==> src/rtl/mpt_pkg.sv <==
package mpt_pkg;

    // Width of the sounding-key and peak counters, fixed by the result fields
    localparam int TALLY_W = 12;

    // Event kinds carried on the input tuser
    typedef enum logic [1:0] {
        ACT_NOTE_ON  = 2'd0,
        ACT_NOTE_OFF = 2'd1,
        ACT_CLEAR    = 2'd2,
        ACT_NONE     = 2'd3
    } t_action;

    // Decoded operation of the item held in the update stage
    typedef struct packed {
        logic press;
        logic release_key;
        logic clear;
    } t_op_ctl;

endpackage

==> src/rtl/mpt_update.sv <==
module mpt_update
    import mpt_pkg::*;
#(
    parameter int COUNT_BITS = 8
) (
    input  t_op_ctl                i_op,
    input  logic [COUNT_BITS-1:0]  i_count,
    input  logic [TALLY_W-1:0]     i_sounding,
    input  logic [TALLY_W-1:0]     i_peak,
    output logic                   o_we,
    output logic [COUNT_BITS-1:0]  o_count,
    output logic [TALLY_W-1:0]     o_sounding,
    output logic [TALLY_W-1:0]     o_peak
);

    localparam logic [COUNT_BITS-1:0] CountMax = {COUNT_BITS{1'b1}};
    localparam logic [COUNT_BITS-1:0] CountOne = COUNT_BITS'(1);

    logic                 silent;
    logic [TALLY_W-1:0]   sounding_up;

    assign silent      = (i_count == '0);
    assign sounding_up = i_sounding + TALLY_W'(1);

    always_comb begin
        o_we       = 1'b0;
        o_count    = i_count;
        o_sounding = i_sounding;
        o_peak     = i_peak;
        if (i_op.clear) begin
            o_sounding = '0;
            o_peak     = '0;
        end else if (i_op.press) begin
            o_we = 1'b1;
            if (silent) begin
                o_sounding = sounding_up;
                if (sounding_up > i_peak) begin
                    o_peak = sounding_up;
                end
            end
            if (i_count != CountMax) begin
                o_count = i_count + CountOne;
            end
        end else if (i_op.release_key) begin
            // drop a silent key's release
            if (!silent) begin
                o_we    = 1'b1;
                o_count = i_count - CountOne;
                if (i_count == CountOne && i_sounding != '0) begin
                    o_sounding = i_sounding - TALLY_W'(1);
                end
            end
        end
    end

endmodule

==> config.mk <==
export PLATFORM = sky130hd
export DESIGN_NAME = mpt_update
export DESIGN_NICKNAME = d
export VERILOG_FILES = /design/src/rtl/mpt_pkg.sv /design/src/rtl/mpt_update.sv
export SDC_FILE = /design/constraint.sdc
export NUM_CORES = 1
export LEC_CHECK = 0
export BUFFER_PORTS_ARGS = -buffer_cell sky130_fd_sc_hd__buf_2
export CORE_MARGIN = 4
export CORE_UTILIZATION = 40
export DETAILED_ROUTE_END_ITERATION = 10
export PLACE_DENSITY = 0.71
export SYNTH_ARGS = -nofsm -noshare
export SYNTH_HDL_FRONTEND = slang
export SYNTH_SLANG_ARGS = --single-unit
==> constraint.sdc <==
create_clock -name vclk -period 5.6
set_input_delay 0.84 -clock vclk [all_inputs]
set_output_delay 0.84 -clock vclk [all_outputs]
set_load 0.01 [all_outputs]
======== After elaboration in Yosys (flattened, before gate mapping) ========
Cells that the tools add are included.
storage, ports and cells
  register bits after elaboration ......... 0
  input bits .............................. 35
  word-level logic and storage cells ...... 29
  output and inout bits ................... 33
cells by class
  add/subtract/negate cells ............... 4
  mux-type cells .......................... 19
  reduce and logical (&&, ||, !) cells .... 3
  equal/unequal tests ..................... 2
  order comparisons ....................... 1
operator list
  operator                 count
  $mux W12                 10
  $mux W8                  5
  $add A12 B1 Y12 const B  1
  $gt A12 B12 Y1           1
  $reduce_bool A12 Y1      1
  $sub A12 B1 Y12 const B  1
  $add A8 B1 Y8 const B    1
  $eq A8 B1 Y1 const B     1
  $logic_not A8 Y1         1
  $ne A8 B8 Y1 const B     1
  $sub A8 B1 Y8 const B    1
  $mux W1                  4
  $logic_and A1 B1 Y1      1

======== Longest topological paths before layout ========
Gate-level depths: netlist (run 1).
  depth in word-level cells ............... 7
  mapped depth ............................ 11
  gate-level depth less buffers ........... 10

======== Worst setup path after synthesis (run 1) ========
Ideal clock, no wire load.
  kind .................................... in2out
  start point ............................. in i_sounding[3]
  end point ............................... out o_peak[5]
  cell stages on the path ................. 11
  buffers on the path ..................... 2
  required time ........................... 4.760 ns
  setup slack ............................. 1.573 ns
  data arrival time ....................... 3.187 ns
  path through ............................ clkbuf_1 > nand3_1 > nor3_1 > xor2_1 > ha_1 > nand4_1 > o211ai_1 > o311ai_4 > a21oi_4 > buf_12 > mux2_4
on the way
  word-level cells in the longest chain between the ends .. 6
ends and longest elaborated chain
  what                 line              RTL
  start, declared      mpt_update.sv:8   input logic [TALLY_W-1:0] i_sounding,
  $add A12 B1 Y12 (*)  mpt_update.sv:23  assign sounding_up = i_sounding + TALLY_W'(1);
  $gt A12 B12 Y1       mpt_update.sv:37  if (sounding_up > i_peak) begin
  $mux W12 (*)         mpt_update.sv:37
  $mux W12 (*)         mpt_update.sv:35  if (silent) begin
  $mux W12 (*)         mpt_update.sv:33  end else if (i_op.press) begin
  $mux W12 (*)         mpt_update.sv:30  if (i_op.clear) begin
  end, declared        mpt_update.sv:13  output logic [TALLY_W-1:0] o_peak
Every way passes the cells marked *; elsewhere a longest branch is shown, timed or not.

======== Final worst setup path (run 1) ========
  start point ............................. in i_sounding[0]
  end point ............................... out o_peak[0]
Same word-level chain as after synthesis.

==> out/results.env, run 1 <==
STATUS='finished clean'
CELLS_AFTER_SYNTH=285
FLOORPLAN.INITIALDENSITY_PCT=42.6
POST-ROUTE-MIN-PERIOD_NS=4.55
GRT_PASS1_WL_UM=9020
FINAL_COMMON_CELL='sky130_fd_sc_hd__buf_2'
CRITICAL_PATH.STARTPOINT_TYPE='primary input'
DIEHEIGHT_UM=77.0
CLOCK.FMAX_GHz=0.220
DRT_WL_TOTAL_UM=5290
PATH_CLASS='primary input to output pin'
ANTENNA-DIODE-COUNT=0
MIN_PATH_TYPE='primary input to output pin'
CP_DATA_REQUIRED_TIME_NS=4.76
FINAL_MAX_SLEW_VIOL_COUNT=0
ARRIVAL_NS=3.71
TIMING.FINAL.WS_SETUP_NS=1.05
DRC=0
FINAL_LAYOUT_WORST_HOLD_SLACK_NS=2.03
ENDPOINT_KIND='output pin'
POWER.SHARE.CLOCK_PCT=0
STD_CELL_ROWS=24
RSZ0062_AT_GRT='false'
SYN-NUM-NETS=339
MAX-VDD-IR-DROP_V=0.0000284
VIA_PER_INSTANCE_RATIO=5.67
POST-PLACE-WS_NS=1.06
DR.PASS1.ITERS=4
POSTCTSSETUPBUFFERS=0
PLACEDINSTANCEAREA_UM2=2200
WL_PER_CELL_UM=13.9
POST-ROUTE-PERIOD-UTIL_PCT=81.3
YOSYSWARNINGCOUNT=0
SWITCHING_PART_OF_THE_TOTAL_POWER_PCT=59.3
DP.FINAL_HPWL_UM=4220
POWER_PER_CELL_AREA_nW_PER_UM2=63.8
AREA_GROWTH_PCT=15.6
TIGHTEST_SLEW_NS=0.937
FLOORPLAN.DIE_AREA_UM2=5940
CTS-HOLD-FIX-BUFFERS=0
IOS=68
DIE-WIDTH_UM=77.0
POWER.LEAKAGE_nW=0.993
FINISH.INSTANCE_AREA_UM2=2200
INTERNAL-POWER_mW=0.0573
NETLIST-CELL-TYPE-COUNT=52
FF_LATCH_AREA_UM2=0
POWER.SEQUENTIAL.FRACTION_PCT=0
GRT_START_MAX_NET_PINS=62
CORE_REGION_AREA_UM2=4470
CTS-RESIZED-GATES=0
COMB_POWER_SHARE_PCT=100.0
FILLERINSTANCES=466
NUMBER_OF_ANTENNA_VIOLATIONS_AT_THE_FIRST_CHECK_IN_GLOBAL_ROUTING=0
SYNTH_TOP_AREA_CELL='sky130_fd_sc_hd__ha_1'
TIMING_HOLD_VIOLATIONS_FINAL=0
SYNTH.YOSYS.SEQ_AREA_SHARE_PCT=0
CP_MAX_FO=12
GP_CONGESTION=0.878
POST_DRT_ANTENNA_NETS=0
CLOCK_BUFFER_COUNT=0
FIRST_GLOBAL_VIAS=1945
VIA_COUNT=2165
SYNTHTOPCELLSBYAREA='sky130_fd_sc_hd__ha_1, sky130_fd_sc_hd__nand2b_1, sky130_fd_sc_hd__nor2b_1, sky130_fd_sc_hd__mux2_2, sky130_fd_sc_hd__nor2_1'
MOST-COMMON-LAYOUT-CELLS='sky130_fd_sc_hd__buf_2, sky130_fd_sc_hd__nor2_1, sky130_fd_sc_hd__inv_1, sky130_fd_sc_hd__ha_1, sky130_fd_sc_hd__nand2_1'
DR.FIRST_ITER.DRC_COUNT=141
DESIGN.SEQ.COUNT=0
YOSYSTOPAREACELLSHARE_PCT=12.5
GRT_USE_TOTAL_PCT=17.1
SYN_AREA_PER_CELL_UM2=6.69
DRV.MAX_CAP_VIOLATION_COUNT=0
SETUP_TOTAL_NEGATIVE_SLACK_NS=0
WORST_SLEW_MARGIN_REL_PCT=37.5
SYNTH_AREA_UM2=1910
GRT.OVERFLOW.TOTAL=0
IO_BUFFER_COUNT=68
SETUP_VIOL=0
POST_ROUTE_CELLS_DRIVE_ABOVE_1_SHARE_PCT=26.4
SWITCHING_POWER_mW=0.0833
FIN_NETS=386
-- power groups by stage --
stage	clock network (mW)	registers [mW]	logic, mW
2_1_floorplan	0	0	0.0951
3_3_place_gp	0	0	0.138
3_5_place_dp	0	0	0.140
4_1_cts	0	0	0.141
5_1_grt	0	0	0.159
6_report	0	0	0.141
-- layer usage --
metal | vias to the layer above | share of wire [%] | track usage (%)
li1 | 1122 | - | -
met1 | 970 | 51 | 27.1
met2 | 73 | 43 | 26.6
met3 | 0 | 5.8 | 1.17
met4 | 0 | 0 | 0
met5 | - | 0 | 0
-- cell type report --
type | instances | area [µm²] | share of cell area (%)
Multi-Input combinational cell | 240 | 1710 | 77.7
Timing Repair Buffer | 69 | 348 | 15.8
Inverter | 21 | 78.8 | 3.58
Tap cell | 52 | 65.1 | 2.95
-- synthesized netlist by cell type, types with 2 or more instances --
master,n
sky130_fd_sc_hd__nor2_1,24
sky130_fd_sc_hd__inv_1,21
sky130_fd_sc_hd__clkbuf_1,19
sky130_fd_sc_hd__ha_1,19
sky130_fd_sc_hd__nand2_1,17
sky130_fd_sc_hd__nand2b_1,16
sky130_fd_sc_hd__a21oi_1,15
sky130_fd_sc_hd__nor2b_1,15
sky130_fd_sc_hd__nand4_1,12
sky130_fd_sc_hd__nor3_1,12
sky130_fd_sc_hd__nand3_1,11
sky130_fd_sc_hd__xor2_1,10
sky130_fd_sc_hd__a31oi_1,9
sky130_fd_sc_hd__o21ai_0,9
sky130_fd_sc_hd__mux2_2,8
sky130_fd_sc_hd__mux2i_1,8
sky130_fd_sc_hd__nor4_1,5
sky130_fd_sc_hd__xnor2_1,5
sky130_fd_sc_hd__mux2_4,4
sky130_fd_sc_hd__or4_1,4
sky130_fd_sc_hd__a21o_1,3
sky130_fd_sc_hd__o211ai_1,3
sky130_fd_sc_hd__o31ai_1,3
sky130_fd_sc_hd__a211oi_1,2
sky130_fd_sc_hd__buf_2,2
sky130_fd_sc_hd__o32ai_1,2
sky130_fd_sc_hd__or2_2,2
-- per-stage QoR --
step	instances	total power [mW]	utilization (%)
2_1_floorplan	285	0.0951	-
3_3_place_gp	382	0.138	49.2
3_5_place_dp	382	0.140	49.2
4_1_cts	382	0.141	49.2
5_1_grt	382	0.159	49.2
6_report	382	0.141	49.2
-- final timing paths --
kind,startpoint,cells after the start,end
max,i_sounding[0],12,o_peak[0]
min,i_peak[8],4,o_peak[8]
-- cells by family after synthesis --
| family | count (synthesis) | share of synthesized area (%) |
|---|---|---|
| simple gates | 125 | 35.4 |
| mux | 20 | 12.1 |
| compound gates | 61 | 22.9 |
| buf+inv | 45 | 10.2 |
| fa+ha+maj | 19 | 12.5 |
| xor+xnor | 15 | 6.89 |
-- critical path, cell delays in order --
cell,delay [ns]
sky130_fd_sc_hd__buf_2,0.15
sky130_fd_sc_hd__ha_1,0.23
sky130_fd_sc_hd__nand3_1,0.20
sky130_fd_sc_hd__nor3_1,0.35
sky130_fd_sc_hd__xor2_1,0.15
sky130_fd_sc_hd__ha_1,0.31
sky130_fd_sc_hd__nand4_1,0.17
sky130_fd_sc_hd__o211ai_1,0.19
sky130_fd_sc_hd__o311ai_4,0.16
sky130_fd_sc_hd__a21oi_4,0.43
sky130_fd_sc_hd__mux2_2,0.39
sky130_fd_sc_hd__buf_2,0.14
(Power assumes the default switching activity.)
==> inputs of run 2 (changes only) <==
--- a/config.mk
+++ b/config.mk
@@ -9,7 +9,7 @@
 export CORE_MARGIN = 4
 export CORE_UTILIZATION = 40
 export DETAILED_ROUTE_END_ITERATION = 10
-export PLACE_DENSITY = 0.71
+export PLACE_DENSITY = 0.73
 export SYNTH_ARGS = -nofsm -noshare
 export SYNTH_HDL_FRONTEND = slang
 export SYNTH_SLANG_ARGS = --single-unit
==> constraint.sdc (replaced) <==
create_clock -name vclk -period 3.9
set_input_delay 0.585 -clock vclk [all_inputs]
set_output_delay 0.585 -clock vclk [all_outputs]
set_load 0.01 [all_outputs]
==> run 2 against run 1 <==
Compared with the run above:
- via count increased by 2.1%
- global-route usage decreased by 0.30 points
- final area is 4.7% higher
- final cell count rose by 2.4%
- count of clock-buffer cells in the layout did not move
- sequential cell count unchanged
- non-clock buffer count up 8
- die area unchanged
- largest cell class unchanged
==> out/results.env, run 2 (synthesis gave the netlist of run 1 again) <==
FINAL_COMMON_CELL='sky130_fd_sc_hd__buf_2'
COMB_POWER_SHARE_PCT=100.0  # about the same
ARRIVAL_NS=3.11  # -0.60 ns
AREA_GROWTH_PCT=20.9
CLOCK.FMAX_GHz=0.271
FLOORPLAN.INITIALDENSITY_PCT=42.6  # unchanged
DIE-WIDTH_UM=77.0  # unchanged
FF_LATCH_AREA_UM2=0  # unchanged
SWITCHING_POWER_mW=0.123  # +48%
VIA_COUNT=2210  # +2.1%
FINISH.INSTANCE_AREA_UM2=2310  # +4.7%
POWER.LEAKAGE_nW=1.04  # +4.4%
PLACEDINSTANCEAREA_UM2=2250  # +2.0%
GRT_START_MAX_NET_PINS=62  # unchanged
DIEHEIGHT_UM=77.0  # unchanged
POWER.SHARE.CLOCK_PCT=0  # unchanged
IOS=68  # unchanged
DRT_WL_TOTAL_UM=5370  # +1.5%
PATH_CLASS='primary input to output pin'
GRT_PASS1_WL_UM=8920  # -1.1%
DRC=0  # unchanged
HP-START='i_peak[4]'
CP_MAX_FO=7  # -5
POWER.SEQUENTIAL.FRACTION_PCT=0  # unchanged
GP_CONGESTION=0.879  # +0.10%
FIN_NETS=395  # +2.3%
INTERNAL-POWER_mW=0.0858  # +50%
FLOORPLAN.DIE_AREA_UM2=5940  # unchanged
WL_PER_CELL_UM=13.7  # -0.79%
ENDPOINT_KIND='output pin'
POST_DRT_ANTENNA_NETS=0  # unchanged
MAX-VDD-IR-DROP_V=0.0000489  # +72%
POST_ROUTE_CELLS_DRIVE_ABOVE_1_SHARE_PCT=29.8  # +3.4 points
DESIGN.SEQ.COUNT=0  # unchanged
CORE_REGION_AREA_UM2=4470  # unchanged
SWITCHING_PART_OF_THE_TOTAL_POWER_PCT=59.0  # -0.25 points
FINAL_MAX_SLEW_VIOL_COUNT=0  # unchanged
TIGHTEST_SLEW_NS=0.907  # -0.0301 ns
WORST_SLEW_MARGIN_REL_PCT=39.5  # +2.0 points
CP_DATA_REQUIRED_TIME_NS=3.31  # -1.45 ns
MOST-COMMON-LAYOUT-CELLS='sky130_fd_sc_hd__buf_2, sky130_fd_sc_hd__nor2_1, sky130_fd_sc_hd__inv_1, sky130_fd_sc_hd__ha_1, sky130_fd_sc_hd__nand2_1'
STD_CELL_ROWS=24  # unchanged
SETUP_TOTAL_NEGATIVE_SLACK_NS=0  # unchanged
CLOCK_BUFFER_COUNT=0  # unchanged
SETUP_VIOL=0  # unchanged
GRT_USE_TOTAL_PCT=16.8  # -0.30 points
CTS-HOLD-FIX-BUFFERS=0  # unchanged
GRT.OVERFLOW.TOTAL=0  # unchanged
POWER_PER_CELL_AREA_nW_PER_UM2=90.7  # +42%
POST-ROUTE-MIN-PERIOD_NS=3.69
POST-ROUTE-PERIOD-UTIL_PCT=94.6
IO_BUFFER_COUNT=68  # unchanged
NUMBER_OF_ANTENNA_VIOLATIONS_AT_THE_FIRST_CHECK_IN_GLOBAL_ROUTING=0  # unchanged
ANTENNA-DIODE-COUNT=0  # unchanged
FIRST_GLOBAL_VIAS=1979  # +1.7%
CRITICAL_PATH.STARTPOINT_TYPE='primary input'
CP-STARTPOINT='i_sounding[1]'
DRV.MAX_CAP_VIOLATION_COUNT=0  # unchanged
TIMING_HOLD_VIOLATIONS_FINAL=0  # unchanged
DR.FIRST_ITER.DRC_COUNT=97  # -31%
FINAL_LAYOUT_WORST_HOLD_SLACK_NS=1.52  # -0.512 ns
VIA_PER_INSTANCE_RATIO=5.65  # -0.27%
STATUS='finished clean'
DR.PASS1.ITERS=5  # +1
MIN_PATH_TYPE='primary input to output pin'
DP.FINAL_HPWL_UM=4320  # +2.3%
[run 2: cell count changes in the layout (fill, tap and decap cells not counted)]
| cell | change |
|---|---|
| sky130_fd_sc_hd__a21oi_4 | +1 |
| sky130_fd_sc_hd__buf_4 | +8 |
| sky130_fd_sc_hd__ha_1 | -1 |
| sky130_fd_sc_hd__ha_2 | +1 |
| sky130_fd_sc_hd__nor2_1 | -1 |
| sky130_fd_sc_hd__nor2_2 | +1 |
| sky130_fd_sc_hd__nor3_1 | -3 |
| sky130_fd_sc_hd__nor3_2 | +2 |
| sky130_fd_sc_hd__nor3_4 | +1 |
| sky130_fd_sc_hd__o21ai_0 | -1 |
| sky130_fd_sc_hd__o21ai_1 | +1 |
[run 2: path summary, 6_finish.rpt]
kind | endpoint | cells past startpoint
max | o_peak[8] | 13
min | o_peak[4] | 4
[run 2: critical path, cell delays in order]
cell and delay [ns]:
sky130_fd_sc_hd__buf_2 0.15, sky130_fd_sc_hd__ha_2 0.22, sky130_fd_sc_hd__nand3_1 0.15, sky130_fd_sc_hd__nor3_2 0.27, sky130_fd_sc_hd__xor2_1 0.28, sky130_fd_sc_hd__ha_1 0.20
sky130_fd_sc_hd__a21oi_1 0.08, sky130_fd_sc_hd__o211ai_1 0.25, sky130_fd_sc_hd__o311ai_4 0.19, sky130_fd_sc_hd__a21oi_4 0.22, sky130_fd_sc_hd__buf_4 0.16, sky130_fd_sc_hd__mux2i_1 0.19
sky130_fd_sc_hd__buf_2 0.15
[run 2: area by class of cell]
cell class	count	area, µm²
multi-input combinational	241	1750
inverter	21	78.8
tap	52	65.1
fill	478	2170
timing repair buffer	77	408
[run 2: power by group through the flow]
| stage | registers (mW) | clock network [mW] | logic [mW] |
|---|---|---|---|
| final | 0 | 0 | 0.209 |
| after floorplan | 0 | 0 | 0.137 |
| after CTS | 0 | 0 | 0.204 |
| after global placement | 0 | 0 | 0.200 |
| after detailed placement | 0 | 0 | 0.203 |
| after global routing | 0 | 0 | 0.235 |
[run 2: metal layers]
| metal | vias to the layer above | track usage (%) | share of wire, % |
|---|---|---|---|
| li1 | 1142 | - | - |
| met1 | 1006 | 25.3 | 49 |
| met2 | 62 | 27.6 | 47 |
| met3 | 0 | 0.937 | 4.7 |
| met4 | 0 | 0.534 | 0 |
| met5 | - | 0 | 0 |
[run 2: repair_timing]
item                                   in CTS  in global routing
setup buffers                               0                  2
gates resized for setup                     0                  8
endpoints found under the hold margin       0                  0
setup endpoints to repair                   0                 11
[run 2: through the flow]
| stage | power [mW] | util, % | setup slack, ns | cells |
|---|---|---|---|---|
| 2_1_floorplan | 0.137 | - | 0.383 | 285 |
| 3_3_place_gp | 0.200 | 50.3 | 0.168 | 388 |
| 3_5_place_dp | 0.203 | 50.3 | 0.0824 | 388 |
| 4_1_cts | 0.204 | 50.3 | 0.0792 | 388 |
| 5_1_grt | 0.235 | 51.5 | -0.0574 | 391 |
| 6_report | 0.209 | 51.5 | 0.209 | 391 |
